<file path="src/design/blg_pkg.sv">
// Package for the bit-packed life generation unit.
// Holds command and register codes, reset values and the B3/S23 cell rule.
// No dependencies.
package blg_pkg;

  localparam int MAX_COLUMNS_DEF = 128;
  localparam int MAX_PAGES_DEF   = 8;

  localparam int CMD_W  = 2;
  localparam int COL_W  = 7;
  localparam int PAGE_W = 3;
  localparam int BYTE_W = 8;
  localparam int CFG_IDX_W  = 2;
  localparam int CFG_DATA_W = 8;
  localparam int COLS_REG_W  = 8;
  localparam int PAGES_REG_W = 4;

  localparam logic [COLS_REG_W-1:0]  COLUMNS_RESET = 8'd84;
  localparam logic [PAGES_REG_W-1:0] PAGES_RESET   = 4'd6;

  localparam logic [CMD_W-1:0] CMD_WRITE  = 2'd0;
  localparam logic [CMD_W-1:0] CMD_READ   = 2'd1;
  localparam logic [CMD_W-1:0] CMD_GEN    = 2'd2;
  localparam logic [CMD_W-1:0] CMD_INVERT = 2'd3;

  localparam logic [CFG_IDX_W-1:0] CFG_COLUMNS = 2'd0;
  localparam logic [CFG_IDX_W-1:0] CFG_PAGES   = 2'd1;

  localparam int LOW_CELL_BIT = 7;
  localparam int TOP_CELL_BIT = 0;

  typedef struct packed {
    logic clear;      // zero the column window at the start of a generation
    logic shift;      // move the incoming column one cell down the chain
    logic commit;     // west <= center <= east <= incoming
    logic capture;    // latch the new bytes of the center column
    logic res_shift;  // move the new bytes one cell toward cell zero
  } blg_cell_ctrl_t;

  // New byte of one page column. Edge bits are ordered {west, center, east}.
  function automatic logic [BYTE_W-1:0] life_byte(
    input logic [BYTE_W-1:0] w,
    input logic [BYTE_W-1:0] cur,
    input logic [BYTE_W-1:0] e,
    input logic [2:0]        up_bits,
    input logic [2:0]        dn_bits
  );
    logic [BYTE_W-1:0] nb [8];
    logic [BYTE_W-1:0] res;
    logic [3:0]        cnt;
    nb[0] = w;
    nb[1] = e;
    nb[2] = {cur[6:0], up_bits[1]};
    nb[3] = {w[6:0], up_bits[2]};
    nb[4] = {e[6:0], up_bits[0]};
    nb[5] = {dn_bits[1], cur[7:1]};
    nb[6] = {dn_bits[2], w[7:1]};
    nb[7] = {dn_bits[0], e[7:1]};
    res = '0;
    for (int k = 0; k < BYTE_W; k++) begin
      cnt = '0;
      for (int n = 0; n < 8; n++) begin
        cnt = cnt + 4'(nb[n][k]);
      end
      res[k] = (cnt == 4'd3) || ((cnt == 4'd2) && cur[k]);
    end
    return res;
  endfunction

endpackage

</file>
<file path="src/design/blg_cell.sv">
// One page cell of the generation chain: a three-column window of one page.
// Depends on blg_pkg for the control struct and the cell rule.
module blg_cell (
  input  logic                         clk_i,
  input  blg_pkg::blg_cell_ctrl_t      ctrl_i,
  input  logic [blg_pkg::BYTE_W-1:0]   inc_i,
  input  logic [blg_pkg::BYTE_W-1:0]   res_i,
  input  logic [2:0]                   up_i,
  input  logic [2:0]                   dn_i,
  output logic [blg_pkg::BYTE_W-1:0]   inc_o,
  output logic [blg_pkg::BYTE_W-1:0]   res_o,
  output logic [2:0]                   top_o,
  output logic [2:0]                   bot_o
);
  import blg_pkg::*;

  logic [BYTE_W-1:0] inc_q, w_q, cur_q, e_q, res_q;

  always_ff @(posedge clk_i) begin
    if (ctrl_i.shift) begin
      inc_q <= inc_i;
    end
    if (ctrl_i.clear) begin
      w_q   <= '0;
      cur_q <= '0;
      e_q   <= '0;
    end else if (ctrl_i.commit) begin
      w_q   <= cur_q;
      cur_q <= e_q;
      e_q   <= inc_q;
    end
    if (ctrl_i.capture) begin
      res_q <= life_byte(w_q, cur_q, e_q, up_i, dn_i);
    end else if (ctrl_i.res_shift) begin
      res_q <= res_i;
    end
  end

  assign inc_o = inc_q;
  assign res_o = res_q;
  assign top_o = {w_q[TOP_CELL_BIT], cur_q[TOP_CELL_BIT], e_q[TOP_CELL_BIT]};
  assign bot_o = {w_q[LOW_CELL_BIT], cur_q[LOW_CELL_BIT], e_q[LOW_CELL_BIT]};
endmodule

</file>
<file path="config.mk">
export PLATFORM = sky130hd
export DESIGN_NAME = blg_cell
export DESIGN_NICKNAME = d
export VERILOG_FILES = /design/src/design/blg_pkg.sv /design/src/design/blg_cell.sv
export SDC_FILE = /design/constraint.sdc
export NUM_CORES = 1
export LEC_CHECK = 0
export ABC_AREA = 1
export BUFFER_PORTS_ARGS = -buffer_cell sky130_fd_sc_hd__clkbuf_2
export CORE_ASPECT_RATIO = 1.25
export CORE_MARGIN = 2
export CORE_UTILIZATION = 40
export CTS_CLUSTER_SIZE = 20
export DETAILED_ROUTE_END_ITERATION = 6
export SETUP_SLACK_MARGIN = 0.2
export SLEW_MARGIN = 15
export SYNTH_ARGS = -nofsm -noshare
export SYNTH_HDL_FRONTEND = slang
export SYNTH_SLANG_ARGS = --single-unit
</file>
<file path="constraint.sdc">
create_clock -name clk_i -period 3.1 [get_ports clk_i]
set_clock_uncertainty 0.1 [all_clocks]
set_input_delay 0.155 -clock clk_i [delete_from_list [all_inputs] [get_ports clk_i]]
set_output_delay 0.155 -clock clk_i [all_outputs]
set_load 0.05 [all_outputs]
</file>
==> impl_summary.md, run 1 <==
Floorplan
The row count is 35. The die is 101 µm tall. The die covers 0.00831 mm². Measured along the x axis, the die boundary spans 81.9 µm. The core region is 0.00736 mm². Pin placement for this block handled 50 I/O pins. For this configuration, the core starts out at a cell density of 0.413.

Synth
The synthesized netlist occupies a cell area of 0.00304 mm². For this run, the register share of the synthesized area comes to 0.316. For this run, the leading register cell type out of synthesis is sky130_fd_sc_hd__dfxtp_1. The multiplexer fraction of the synthesized cell area is 0.

For this run, asynchronously set or reset flops after synthesis account for 0. The cell with the most instances after synthesis is sky130_fd_sc_hd__inv_1. The synthesized-area fraction occupied by ao, oa, aoi and oai cells is 0.0742. Of the total synthesized cell area, the portion taken by AND, OR, NAND and NOR gates is 0.150. For this run, the number of Yosys warnings is 0. The post-synth net total is 425. The average instance in the mapped netlist occupies 8.91 µm². After synthesis, the largest family of logic cells by area is adder cells. By count the netlist is led by sky130_fd_sc_hd__inv_1 (85), sky130_fd_sc_hd__nand2_1 (72), sky130_fd_sc_hd__nor2_1 (48), sky130_fd_sc_hd__fa_1 (32). Of the post-synthesis cell area, the dominant cell type holds 0.211.

The largest area contributor in the netlist is sky130_fd_sc_hd__fa_1. In this run, synthesis inferred 16 flip-flops with an integrated enable. The synthesized design contains 40 register bits. Synthesis produced 341 cells. The number of distinct library cells after synthesis is 15.

The share of synthesized cell area in full adder, half adder and majority cells is 0.310. The xor and xnor fraction of the mapped netlist area is 0. After synthesis, the cell types taking the most area are sky130_fd_sc_hd__fa_1 (21%), sky130_fd_sc_hd__dfxtp_1 (16%), sky130_fd_sc_hd__edfxtp_1 (16%), sky130_fd_sc_hd__inv_1 (11%), sky130_fd_sc_hd__ha_1 (9.9%).

Cells and area
Measured on the finished design, the core utilization comes to 0.491. Compared with the post-synthesis result, the final layout area differs by 19.0%. The post-route standard cell area excluding fillers is 0.00361 mm². Counting the fill cells in the layout gives 726.

The number of nets at the end of the flow is 491. The antenna diode count is 0. Of the cells placed in the final design, the portion with a size suffix greater than 1 is 0.262.

Drt
Summed over all layers, the routed wires come to 5.25 mm. The number of detailed-routing iterations run before antenna repair is 4. Summing over every cut layer, the via total after detailed routing is 2137. The routed via count divided by cell count is 4.27. The wire length per cell is 10.5 µm. The detailed router finished its first iteration with 65 violations. The post-detailed-route count of antenna-violating nets is 0.

After detailed routing, the number of remaining DRC violations is 0.

Critical path
The startpoint identified for the worst register-to-register timing path is w_q[4]. The critical path is of the reg2reg type. STA classifies the critical path startpoint as a flip-flop.

Along the worst path, the maximum fanout reaches 2. The destination of the worst register-to-register timing path is res_o[4]. For flop-to-flop paths, the worst setup slack is -0.04 ns. The worst setup path is captured at a flip-flop. The number of cells on the worst reg-to-reg path is 13. The worst endpoint required time is 3.06 ns. At the worst endpoint, the arrival time is 3.10 ns.

Timing
The transition time at the pin with the least slew margin is 0.679 ns. The total negative setup slack is -0.160 ns. The fmax is 318 MHz. The max-slew violation total from the final report was 0. The least setup slack across all paths after layout is -0.0427 ns.

Measured against its own limit, the worst slew margin works out to 0.548. Of the available clock period, the critical path in the final layout requires 1.01. The total count of hold-check failures in the final report is 0.

The clock period minus final worst setup slack is 3.14 ns. Setup repair after global routing could not meet its margin everywhere. The number of failing setup endpoints in the final timing report is 6. The worst hold slack is 0.0297 ns.

Power and ir drop
The maximum vdd drop is 248 µV. In this run the static leakage power is 1.90 nW. The design draws 0.00178 W.

Power spread over the standard cell area amounts to 492 mW/mm².

Clocking
In this run the number of H-tree levels came out at 2. The tree is rooted in a sky130_fd_sc_hd__clkbuf_8. TritonCTS built the clock tree. Clock latency on the worst-skew pair, taken at its later pin, is 0.29 ns.

The deepest clock path buffer count is 2. The number of clock sinks is 40. The clock-pin slew of the registers on the worst-case setup and hold paths is 0.08 ns. Clock tree synthesis inserted a total of 5 buffers.

Run status
The flow ran to the end, but the final reports show violations. The checks that failed: negative setup slack.

Flow run
The number of max-cap violations is 0.

Global route
The number of antenna violations at the first check in global routing is 0. The global route total overflow is 0. The via count of the first global-routing pass is 2051. The first global-routing pass estimated 8.98 mm of wire. In the global route stage, overall resource usage came out at 0.138. The pin count of the biggest net entering global routing is 34.

Placed design
Once placement finished, the instance area stood at 0.00340 mm². The placed wire-length estimate is 4.19 mm. The routability congestion estimate from global placement is 0.748. The number of port buffers is 49.

Worst hold path
The worst hold path belongs to the class in2reg. The path with the worst hold slack has its endpoint at res_o[4]. The number of cells on the worst hold path is 3.

The startpoint identified for the worst hold timing path is res_i[4].
[cell usage in the layout (no fill, tap or decap)]
| master | instances |
|---|---|
| sky130_fd_sc_hd__dfxtp_1 | 17 |
| sky130_fd_sc_hd__bufinv_16 | 1 |
| sky130_fd_sc_hd__fa_1 | 32 |
| sky130_fd_sc_hd__inv_2 | 8 |
| sky130_fd_sc_hd__clkinvlp_4 | 1 |
| sky130_fd_sc_hd__inv_1 | 77 |
| sky130_fd_sc_hd__dfxtp_2 | 7 |
| sky130_fd_sc_hd__dlygate4sd3_1 | 8 |
| sky130_fd_sc_hd__a211oi_2 | 9 |
| sky130_fd_sc_hd__ha_2 | 8 |
| sky130_fd_sc_hd__clkbuf_2 | 49 |
| sky130_fd_sc_hd__buf_4 | 16 |
| sky130_fd_sc_hd__inv_6 | 1 |
| sky130_fd_sc_hd__a211oi_1 | 15 |
| sky130_fd_sc_hd__or2_2 | 1 |
| sky130_fd_sc_hd__ha_1 | 16 |
| sky130_fd_sc_hd__clkinv_2 | 1 |
| sky130_fd_sc_hd__edfxtp_1 | 16 |
| sky130_fd_sc_hd__nor2_1 | 48 |
| sky130_fd_sc_hd__clkbuf_8 | 5 |
| sky130_fd_sc_hd__nand2_1 | 72 |
[layer usage]
layer / up-vias / global-route usage / part of all wire
li1: 1149 / - / -
met1: 939 / 0.190 / 0.48
met2: 41 / 0.220 / 0.46
met3: 8 / 0.0258 / 0.042
met4: 0 / 0.0423 / 0.012
met5: - / 0 / 0
[critical path, cell delays in order, from the launching register on]
cell	delay, ns
sky130_fd_sc_hd__dfxtp_2	0.34
sky130_fd_sc_hd__inv_2	0.06
sky130_fd_sc_hd__fa_1	0.50
sky130_fd_sc_hd__fa_1	0.50
sky130_fd_sc_hd__fa_1	0.49
sky130_fd_sc_hd__inv_1	0.04
sky130_fd_sc_hd__ha_2	0.17
sky130_fd_sc_hd__fa_1	0.42
sky130_fd_sc_hd__nand2_1	0.06
sky130_fd_sc_hd__inv_1	0.04
sky130_fd_sc_hd__nand2_1	0.05
sky130_fd_sc_hd__nor2_1	0.04
sky130_fd_sc_hd__nand2_1	0.05
sky130_fd_sc_hd__nand2_1	0.04
[worst max path at each step]
stage	startpoint	depth (start not counted)	endpoint	slack, ns
6_report	w_q[4]	13	res_o[4]	-0.04
3_5_place_dp	w_q[5]	13	res_o[6]	-0.07
4_1_cts	w_q[5]	13	res_o[6]	-0.06
3_3_place_gp	w_q[1]	13	res_o[2]	-0.01
2_1_floorplan	w_q[2]	13	res_o[2]	0.02
5_1_grt	w_q[3]	13	res_o[3]	-0.18
[cell type report]
class	instances	area, µm²	share of cell area
inverters	86	328	0.0908
clock inverters	3	42.5	0.0118
multi-input cells	201	1640	0.455
clock buffers	5	68.8	0.0191
flip-flops and latches	40	970	0.268
well taps	92	115	0.0319
repair buffers	73	445	0.123
[metrics by stage]
step                setup WS (ns)  cells
floorplan                  0.0209    341
global placement          -0.0129    483
detailed placement        -0.0749    483
CTS                       -0.0605    500
global route               -0.183    500
finish                    -0.0427    500
[kinds of logic after synthesis]
logic type,count (synthesis)
AND/OR/NAND/NOR,121
AO/OA/AOI/OAI,24
adder cells (fa/ha/maj),56
flip-flops,40
buffers and inverters,100
[registers in the layout (all words and copies together) (netlist names)]
name and count:
cur_q 8, e_q 8, inc_o 8, w_q 8, res_o 8
[timing repair]
item,CTS,global route
hold endpoints to repair,8,0
hold buffers,8,0
gates resized for setup,6,0
setup endpoints to repair,8,8
pin swaps,7,4
buffers inserted,1,0
[where the power goes]
part	switching, W	leakage [nW]	internal, W	total, W
registers	0.0000188	0.365	0.000607	0.000625
logic	0.000454	1.48	0.000267	0.000721
clock network	0.000193	0.0541	0.000238	0.000431
Note: power is estimated with default switching activity, not from simulation.
==> run 2: changes to the inputs <==
CTS_BUF_LIST = sky130_fd_sc_hd__clkbuf_16   (was default)
SETUP_SLACK_MARGIN = default   (was 0.2)
==> run 2 against run 1 <==
Largest cell class unchanged. Clock power grew 19%. Setup slack better by 0.0067 ns. Critical endpoint is now res_o[2]. Worst hold slack improved by 0.0093 ns. Highest routed layer unchanged. The run still ends with negative setup slack left. Wire length is 1.2% lower. Via count did not move.
==> impl_summary.md, run 2 (synthesized netlist as in run 1, its figures left out) <==
Placed design
The count of placed standard cells including taps is 482 (was 483). The number of port buffers is 49 (unchanged). The placed wire-length estimate came to 4.18 mm (was 4.19 mm). The total placed instance area was 0.00338 mm² (was 0.00340 mm²). The routability congestion estimate from global placement came to 0.743 (was 0.748).

Critical path
The worst endpoint required time is 3.04 ns (was 3.06 ns). The cell with the largest stage delay on the worst path was sky130_fd_sc_hd__fa_1 (unchanged). The maximum cell stage delay along the critical path came to 0.55 ns (was 0.50 ns). The startpoint of the worst-slack reg-to-reg timing path is w_q[1] (was w_q[4]). The number of cells on the worst reg-to-reg path came to 13 (unchanged). The category of the critical setup timing path is reg2reg (unchanged). The startpoint class of the critical path is a flip-flop (unchanged). Chain of cells forming the critical path: inv_2 > fa_1 > fa_1 > fa_1 > inv_1 > ha_2 > fa_1 > nand2_1 > inv_1 > nand2_1 > nor2_1 > nand2_1 > nand2_1 (unchanged). The arrival time at the worst endpoint is 3.08 ns (was 3.10 ns). The buffering stage count on the worst path with inverters included was 3 (unchanged). The register-to-register setup slack was -0.04 ns (about the same). The kind of end point of the critical path is a flip-flop (unchanged). The critical path's top delay family is adder cells (unchanged). The destination of the worst register-to-register timing path is res_o[2] (was res_o[4]). The largest fanout of any net on the critical path is 3 (was 2).

Power and ir drop
The total power draw is 0.00186 W (was 0.00178 W). The total power per unit cell area is 510 mW/mm² (was 492 mW/mm²). The maximum vdd drop came to 265 µV (was 248 µV). The leakage component of the power is 1.91 nW (was 1.90 nW).

Clocking
The clock-pin slew of the registers on the worst-case setup and hold paths is 0.06 ns (was 0.08 ns). The insertion delay of the later-clocked pin in the worst-skew pair is 0.28 ns (was 0.29 ns). The clock tree from TritonCTS was done (unchanged). The number of clock sinks is 40 (unchanged). The deepest clock path buffer count is 2 (unchanged). The H-tree depth was 2 (unchanged). The number of clock buffers inserted by TritonCTS is 5 (unchanged). The cell at the root of the clock tree is sky130_fd_sc_hd__clkbuf_16 (was sky130_fd_sc_hd__clkbuf_8).

Timing
The clock period minus final worst setup slack is 3.14 ns (about the same). The fmax is 319 MHz (was 318 MHz). The headroom to the max-slew limit is 0.549 (was 0.548). The total negative setup slack is -0.0532 ns (was -0.160 ns). The number of failing setup endpoints in the final timing report was 3 (was 6).

The final worst-path cycle share is 1.01 (about the same). Setup repair after global routing missed its margin: true (unchanged). The transition time at the pin with the least slew margin is 0.676 ns (was 0.679 ns). The total count of hold-check failures in the final report is 0 (unchanged). The least setup slack across all paths after layout is -0.0360 ns (was -0.0427 ns). The max-slew violation total from the final report is 0 (unchanged).

Global route
The pin count of the biggest net entering global routing is 34 (unchanged). The global route total overflow came to 0 (unchanged). The number of antenna violations at the first check in global routing was 0 (unchanged). The via count of the first global-routing pass is 2206 (was 2051).

The global router's overall resource usage is 0.143 (was 0.138). The first-pass GRT wire length is 9.31 mm (was 8.98 mm).

Cells and area
The antenna diode count is 0 (unchanged). The fraction of layout instances using a drive strength above 1 was 0.263 (was 0.262). The most common library cell in the layout ignoring fill and taps is sky130_fd_sc_hd__inv_1 (unchanged). The filler-free cell count of the finished design came to 499 (was 500). The filler cell count in the final layout is 718 (was 726). The area growth from synthesis to layout is 19.9% (was 19.0%). The utilization after layout was 0.495 (was 0.491).

The post-route standard cell area excluding fillers is 0.00364 mm² (was 0.00361 mm²). The number of nets at the end of the flow is 490 (was 491). Commonest cells after routing, fill and taps aside: sky130_fd_sc_hd__inv_1 (77), sky130_fd_sc_hd__nand2_1 (72), sky130_fd_sc_hd__clkbuf_2 (49) (unchanged).

Run status
Violated checks: negative setup slack (unchanged). Status: complete, but fails checks (unchanged).

Floorplan
The core area is 0.00736 mm² (unchanged). The row count came to 35 (unchanged). The initial standard-cell utilization of the core is 0.413 (unchanged). The count of pins on the block boundary is 50 (unchanged). The area enclosed by the die boundary is 0.00831 mm² (unchanged). The width of the chip came to 81.9 µm (unchanged). The die extent in y is 101 µm (unchanged).

Drt
The total wire length after detailed routing is 5.18 mm (was 5.25 mm). The post-detailed-route count of antenna-violating nets was 0 (unchanged). The routed via count divided by cell count is 4.28 (was 4.27).

The via count of the routed design is 2137 (unchanged). The number of detailed-routing iterations run before antenna repair is 4 (unchanged). The DRC marker count from the first detailed-route iteration came to 47 (was 65). The number of DRC violations after detailed routing is 0 (unchanged). The wire length per cell came to 10.4 µm (was 10.5 µm).

Worst hold path
The number of cells on the worst hold path is 3 (unchanged). The path category of the worst min-delay check was in2reg (unchanged). The launch point of the worst hold path is res_i[5] (was res_i[4]).

The worst-case hold path end point is res_o[5] (was res_o[4]).

Flow run
The number of max-cap violations is 0 (unchanged).
## run 2: changes by cell type in the layout (fill, tap and decap cells not counted)
cell                        delta
sky130_fd_sc_hd__inv_6         +1
sky130_fd_sc_hd__clkbuf_16     +5
sky130_fd_sc_hd__dfxtp_1       -1
sky130_fd_sc_hd__clkbuf_8      -5
sky130_fd_sc_hd__dfxtp_2       +1
sky130_fd_sc_hd__bufinv_16     -1
sky130_fd_sc_hd__buf_4         -1
## run 2: area by class of cell
cell class,instances,area [µm²],area share
Sequential cell,40,971,0.267
Timing Repair Buffer,72,438,0.120
Clock buffer,5,125,0.0344
Tap cell,92,115,0.0316
Clock inverter,3,21.3,0.00584
Multi-Input combinational cell,201,1640,0.451
Inverter,86,328,0.0900
## run 2: power breakdown
part           switching (W)  leakage, nW  total, W  internal [W]
registers          0.0000196        0.365  0.000627      0.000608
logic               0.000450         1.48  0.000715      0.000265
clock network       0.000215       0.0702  0.000514      0.000299
total               0.000685         1.91   0.00186       0.00117
## run 2: layer usage
layer,up-vias,wire length (µm),global-route usage
met4,0,82,0.0500
met2,36,2410,0.248
met3,7,209,0.0294
li1,1145,-,-
met1,949,2480,0.175
met5,-,0,0
## run 2: tightest hold or removal path, cell delays in order
cell                       delay (ns)
sky130_fd_sc_hd__clkbuf_2        0.08
sky130_fd_sc_hd__nand2_1         0.04
sky130_fd_sc_hd__nand2_1         0.05
## run 2: how the worst max path moves through the flow
stage          endpoint  slack, ns  cells after the start  startpoint
6_report       res_o[2]      -0.04                     13      w_q[1]
5_1_grt        res_o[6]      -0.18                     13      w_q[5]
2_1_floorplan  res_o[3]      0.002                     13      w_q[2]
3_3_place_gp   res_o[3]      -0.02                     13      w_q[2]
4_1_cts        res_o[3]      -0.04                     13      w_q[3]
3_5_place_dp   res_o[2]      -0.08                     13      w_q[1]
## run 2: metrics by stage
stage	hold WS [ns]	worst slack [ns]
finish	0.0390	-0.0360
global route	0.0534	-0.175
CTS	0.0329	-0.0437
detailed placement	0.234	-0.0812
global placement	0.232	-0.0205
floorplan	0.128	0.00173
## run 2: what timing repair did
action                     CTS  global route
setup buffers                1             0
resized for setup           17             1
hold endpoints to repair     8             0
pin swaps                    4             3
hold buffers                 8             0
setup endpoints to repair    8             8
==> run 3: changes to the inputs <==
ABC_AREA = default   (was 1)
==> run 3 against run 2 <==
The flow still finishes with violations (negative setup slack). Critical path depth is 3 lower. Design area is 2.1% lower. Clock-buffer cell count stayed put. Fmax is 1.4% lower. Via count is 6.2% lower. Synthesized area is 4.9% lower. Cell count is 13% lower. Combinational power is 46% lower. Register-to-register slack worse by 0.05 ns. Core utilization is 1.6 points higher. Synthesized cell count is 19% lower. Critical path type unchanged.
==> impl_summary.md, run 3 <==
Run status
Status: complete, but fails checks (unchanged). Violated checks: negative setup slack (unchanged).

Timing
The total count of hold-check failures in the final report came to 0 (unchanged). The clock period minus final worst setup slack is 3.18 ns (was 3.14 ns). The max-slew violation total from the final report is 0 (unchanged). The fmax is 314 MHz (was 319 MHz).

The least setup slack across all paths after layout is -0.0818 ns (was -0.0360 ns). The headroom to the max-slew limit came to 0.469 (was 0.549). The transition time at the pin with the least slew margin is 0.797 ns (was 0.676 ns).

The number of failing setup endpoints in the final timing report was 5 (was 3). Setup repair after global routing missed its margin: true (unchanged). The final worst-path cycle share is 1.03 (was 1.01).

Global route
The global route total overflow is 0 (unchanged). The pin count of the biggest net entering global routing is 25 (was 34). The global router's overall resource usage is 0.148 (was 0.143). The via count of the first global-routing pass was 2045 (was 2206). The number of antenna violations at the first check in global routing is 0 (unchanged). The first-pass GRT wire length is 9.07 mm (was 9.31 mm).

Synth
The proportion of register bits with asynchronous set or reset after synthesis is 0 (unchanged). The sequential share of the synthesized area is 0.333 (was 0.316). The synthesized instance count is 275 (was 341).

The number of distinct library cells after synthesis was 19 (was 15). The main combinational cell family by area after synthesis is adder cells (unchanged). The cell with the most instances after synthesis is sky130_fd_sc_hd__inv_1 (unchanged).

The post-synthesis simple-gate area fraction is 0.0589 (was 0.150). The area share of the largest cell type after synthesis is 0.222 (was 0.211). The total standard cell area after synthesis is 0.00289 mm² (was 0.00304 mm²). The post-synth net total came to 359 (was 425). The total of flip-flops plus latches after synthesis was 40 (unchanged).

The multiplexer fraction of the synthesized cell area is 0.0832 (was 0). The number of flops mapped to enable cells by yosys came to 16 (unchanged). Most frequent cells after synthesis: sky130_fd_sc_hd__inv_1 (70), sky130_fd_sc_hd__fa_1 (32), sky130_fd_sc_hd__nor2_1 (31) (was sky130_fd_sc_hd__inv_1 (85), sky130_fd_sc_hd__nand2_1 (72), sky130_fd_sc_hd__nor2_1 (48), sky130_fd_sc_hd__fa_1 (32)).

The xor and xnor fraction of the mapped netlist area is 0 (unchanged). Ranking of synthesized cells by area: sky130_fd_sc_hd__fa_1 (22%), sky130_fd_sc_hd__dfxtp_1 (17%), sky130_fd_sc_hd__edfxtp_1 (17%), sky130_fd_sc_hd__ha_1 (10%), sky130_fd_sc_hd__inv_1 (9.1%) (was sky130_fd_sc_hd__fa_1 (21%), sky130_fd_sc_hd__dfxtp_1 (16%), sky130_fd_sc_hd__edfxtp_1 (16%), sky130_fd_sc_hd__inv_1 (11%), sky130_fd_sc_hd__ha_1 (9.9%)). The count of synthesis-stage warnings from yosys is 0 (unchanged). The average size of a mapped cell is 10.5 µm² (was 8.91 µm²). The share of synthesized cell area in full adder, half adder and majority cells is 0.326 (was 0.310). The predominant post-synthesis flop cell is sky130_fd_sc_hd__dfxtp_1 (unchanged). The largest area contributor in the netlist is sky130_fd_sc_hd__fa_1 (unchanged). The synthesized-area fraction occupied by ao, oa, aoi and oai cells came to 0.0672 (was 0.0742).

Power and ir drop
The internal power component is 0.00102 W (was 0.00117 W). The sequential share of power came to 0.411 (was 0.338). The power share of the clock group is 0.327 (was 0.277). The total power draw is 0.00147 W (was 0.00186 W).

The maximum vdd drop was 277 µV (was 265 µV). The total power per unit cell area is 413 mW/mm² (was 510 mW/mm²). The leakage component of the power is 1.80 nW (was 1.91 nW).

The switching part of the total is 0.308 (was 0.369). The power spent charging and discharging nets is 0.000454 W (was 0.000685 W). The proportion of power drawn by combinational gates was 0.262 (was 0.385).

Floorplan
The initial standard-cell utilization of the core is 0.414 (was 0.413). The count of pins on the block boundary is 50 (unchanged). The die extent in y is 99.0 µm (was 101 µm).

The width of the chip came to 80.0 µm (was 81.9 µm). The area enclosed by the die boundary came to 0.00792 mm² (was 0.00831 mm²). The row count came to 34 (was 35). The core area is 0.00698 mm² (was 0.00736 mm²).

Clocking
The H-tree depth is 2 (unchanged). The deepest clock path buffer count is 2 (unchanged). The number of clock sinks is 40 (unchanged). The clock tree from TritonCTS was done (unchanged). The cell at the root of the clock tree is sky130_fd_sc_hd__clkbuf_16 (unchanged). The clock-pin slew of the registers on the worst-case setup and hold paths is 0.06 ns (about the same).

The number of clock buffers inserted by TritonCTS is 5 (unchanged). The insertion delay of the later-clocked pin in the worst-skew pair is 0.28 ns (about the same).

Critical path
The category of the critical setup timing path is reg2reg (unchanged). The arrival time at the worst endpoint is 3.10 ns (was 3.08 ns). The worst endpoint required time is 3.02 ns (was 3.04 ns). The maximum cell stage delay along the critical path came to 0.55 ns (about the same). The register-to-register setup slack is -0.08 ns (was -0.04 ns).

The cell with the largest stage delay on the worst path was sky130_fd_sc_hd__fa_1 (unchanged). The kind of end point of the critical path is a flip-flop (unchanged). Chain of cells forming the critical path: inv_2 > fa_1 > fa_1 > fa_1 > inv_1 > ha_2 > fa_2 > and2_1 > a21oi_1 > o22ai_1 (was inv_2 > fa_1 > fa_1 > fa_1 > inv_1 > ha_2 > fa_1 > nand2_1 > inv_1 > nand2_1 > nor2_1 > nand2_1 > nand2_1). The startpoint class of the critical path was a flip-flop (unchanged). The cell repeated most along the worst path is sky130_fd_sc_hd__fa_1. The largest fanout of any net on the critical path is 2 (was 3).

Worst hold path
The path category of the worst min-delay check is in2reg (unchanged).

Cells and area
The antenna diode count is 0 (unchanged). The number of nets at the end of the flow is 428 (was 490). The sequential cell area in the final layout came to 975 µm² (was 971 µm²).

The fraction of layout instances using a drive strength above 1 is 0.346 (was 0.263). The area growth from synthesis to layout is 23.4% (was 19.9%). The area used by multi-input combinational logic is 0.00162 mm² (was 0.00164 mm²).

The filler cell count in the final layout is 689 (was 718). The most common library cell in the layout ignoring fill and taps was sky130_fd_sc_hd__inv_1 (unchanged). Commonest cells after routing, fill and taps aside: sky130_fd_sc_hd__inv_1 (61), sky130_fd_sc_hd__clkbuf_2 (49), sky130_fd_sc_hd__nor2_1 (31) (was sky130_fd_sc_hd__inv_1 (77), sky130_fd_sc_hd__nand2_1 (72), sky130_fd_sc_hd__clkbuf_2 (49)).

The utilization after layout is 0.511 (was 0.495).

Drt
The wire length per cell is 12.0 µm (was 10.4 µm). The number of DRC violations after detailed routing came to 0 (unchanged). The routed via count divided by cell count came to 4.62 (was 4.28).

The number of detailed-routing iterations run before antenna repair is 4 (unchanged). The total wire length after detailed routing is 5.22 mm (was 5.18 mm). The DRC marker count from the first detailed-route iteration is 57 (was 47). The via count of the routed design is 2005 (was 2137). The post-detailed-route count of antenna-violating nets is 0 (unchanged).

Placed design
The number of port buffers was 49 (unchanged). The placed wire-length estimate is 4.12 mm (was 4.18 mm). The routability congestion estimate from global placement was 0.801 (was 0.743).

Flow run
The number of max-cap violations is 0 (unchanged).
==> run 3: cell type report <==
type                       count  share of cell area
clock buffer                   5              0.0351
clock inverter                 2             0.00211
inverter                      70              0.0737
multi-input combinational    152               0.455
sequential                    40               0.273
tap                           90              0.0316
timing repair buffer          75               0.129
==> run 3: kinds of logic after synthesis <==
group	after synthesis
flops	40
mux	24
compound gates	32
fa+ha+maj	56
buf+inv	83
simple gates	40
==> run 3: per-stage QoR <==
step                      setup slack [ns]  hold WS [ns]  setup TNS (ns)  cell area, µm²  instances
after floorplan                   -0.00612         0.127        -0.00612            2920        275
after global placement             -0.0700         0.232          -0.348            3300        419
after detailed placement            -0.132         0.234          -0.682            3300        419
after CTS                           -0.103         0.114          -0.431            3520        434
after global routing                -0.196         0.122           -1.07            3560        434
final                              -0.0818         0.118          -0.244            3560        434
==> run 3: timing repair <==
item                                    4_1_cts  5_1_grt
endpoints found under the setup margin        8        8
hold buffers                                  8        0
endpoints found under the hold margin         8        0
pin swaps                                    10        4
setup buffers                                 0        0
gates cloned                                  0        0
gates resized for setup                       5       15
==> run 3: routing by layer <==
layer  up-vias  part of all wire  global-route usage
li1        998                 -                   -
met1       963              0.45               0.190
met2        37              0.49               0.244
met3         7             0.041              0.0321
met4         0             0.015              0.0548
met5         -                 0                   0
==> run 3: power groups by stage <==
stage               Combinational, W  Sequential [W]  Clock (W)
detailed placement          0.000375        0.000616          0
CTS                         0.000388        0.000605   0.000495
global placement            0.000364        0.000616          0
finish                      0.000386        0.000604   0.000481
global route                0.000446        0.000609   0.000509
floorplan                   0.000213        0.000688          0
==> run 3: worst max-delay path, delay by kind of cell, from the launching register on <==
kind                       cells  cell delay (ns)
AOI/OAI and AO/OA              2             0.22
buffers and inverters          2             0.09
and+or+nand+nor                1             0.16
adders and majority gates      5             2.01
DFF                            1             0.33
==> run 3: worst paths after layout <==
check / from / end / depth (start not counted)
max reg2reg: w_q[6] / res_o[6] / 10
max: w_q[6] / res_o[6] / 10
min reg2reg: w_q[1] / w_q[1] / 2
min: res_i[1] / res_o[1] / 3
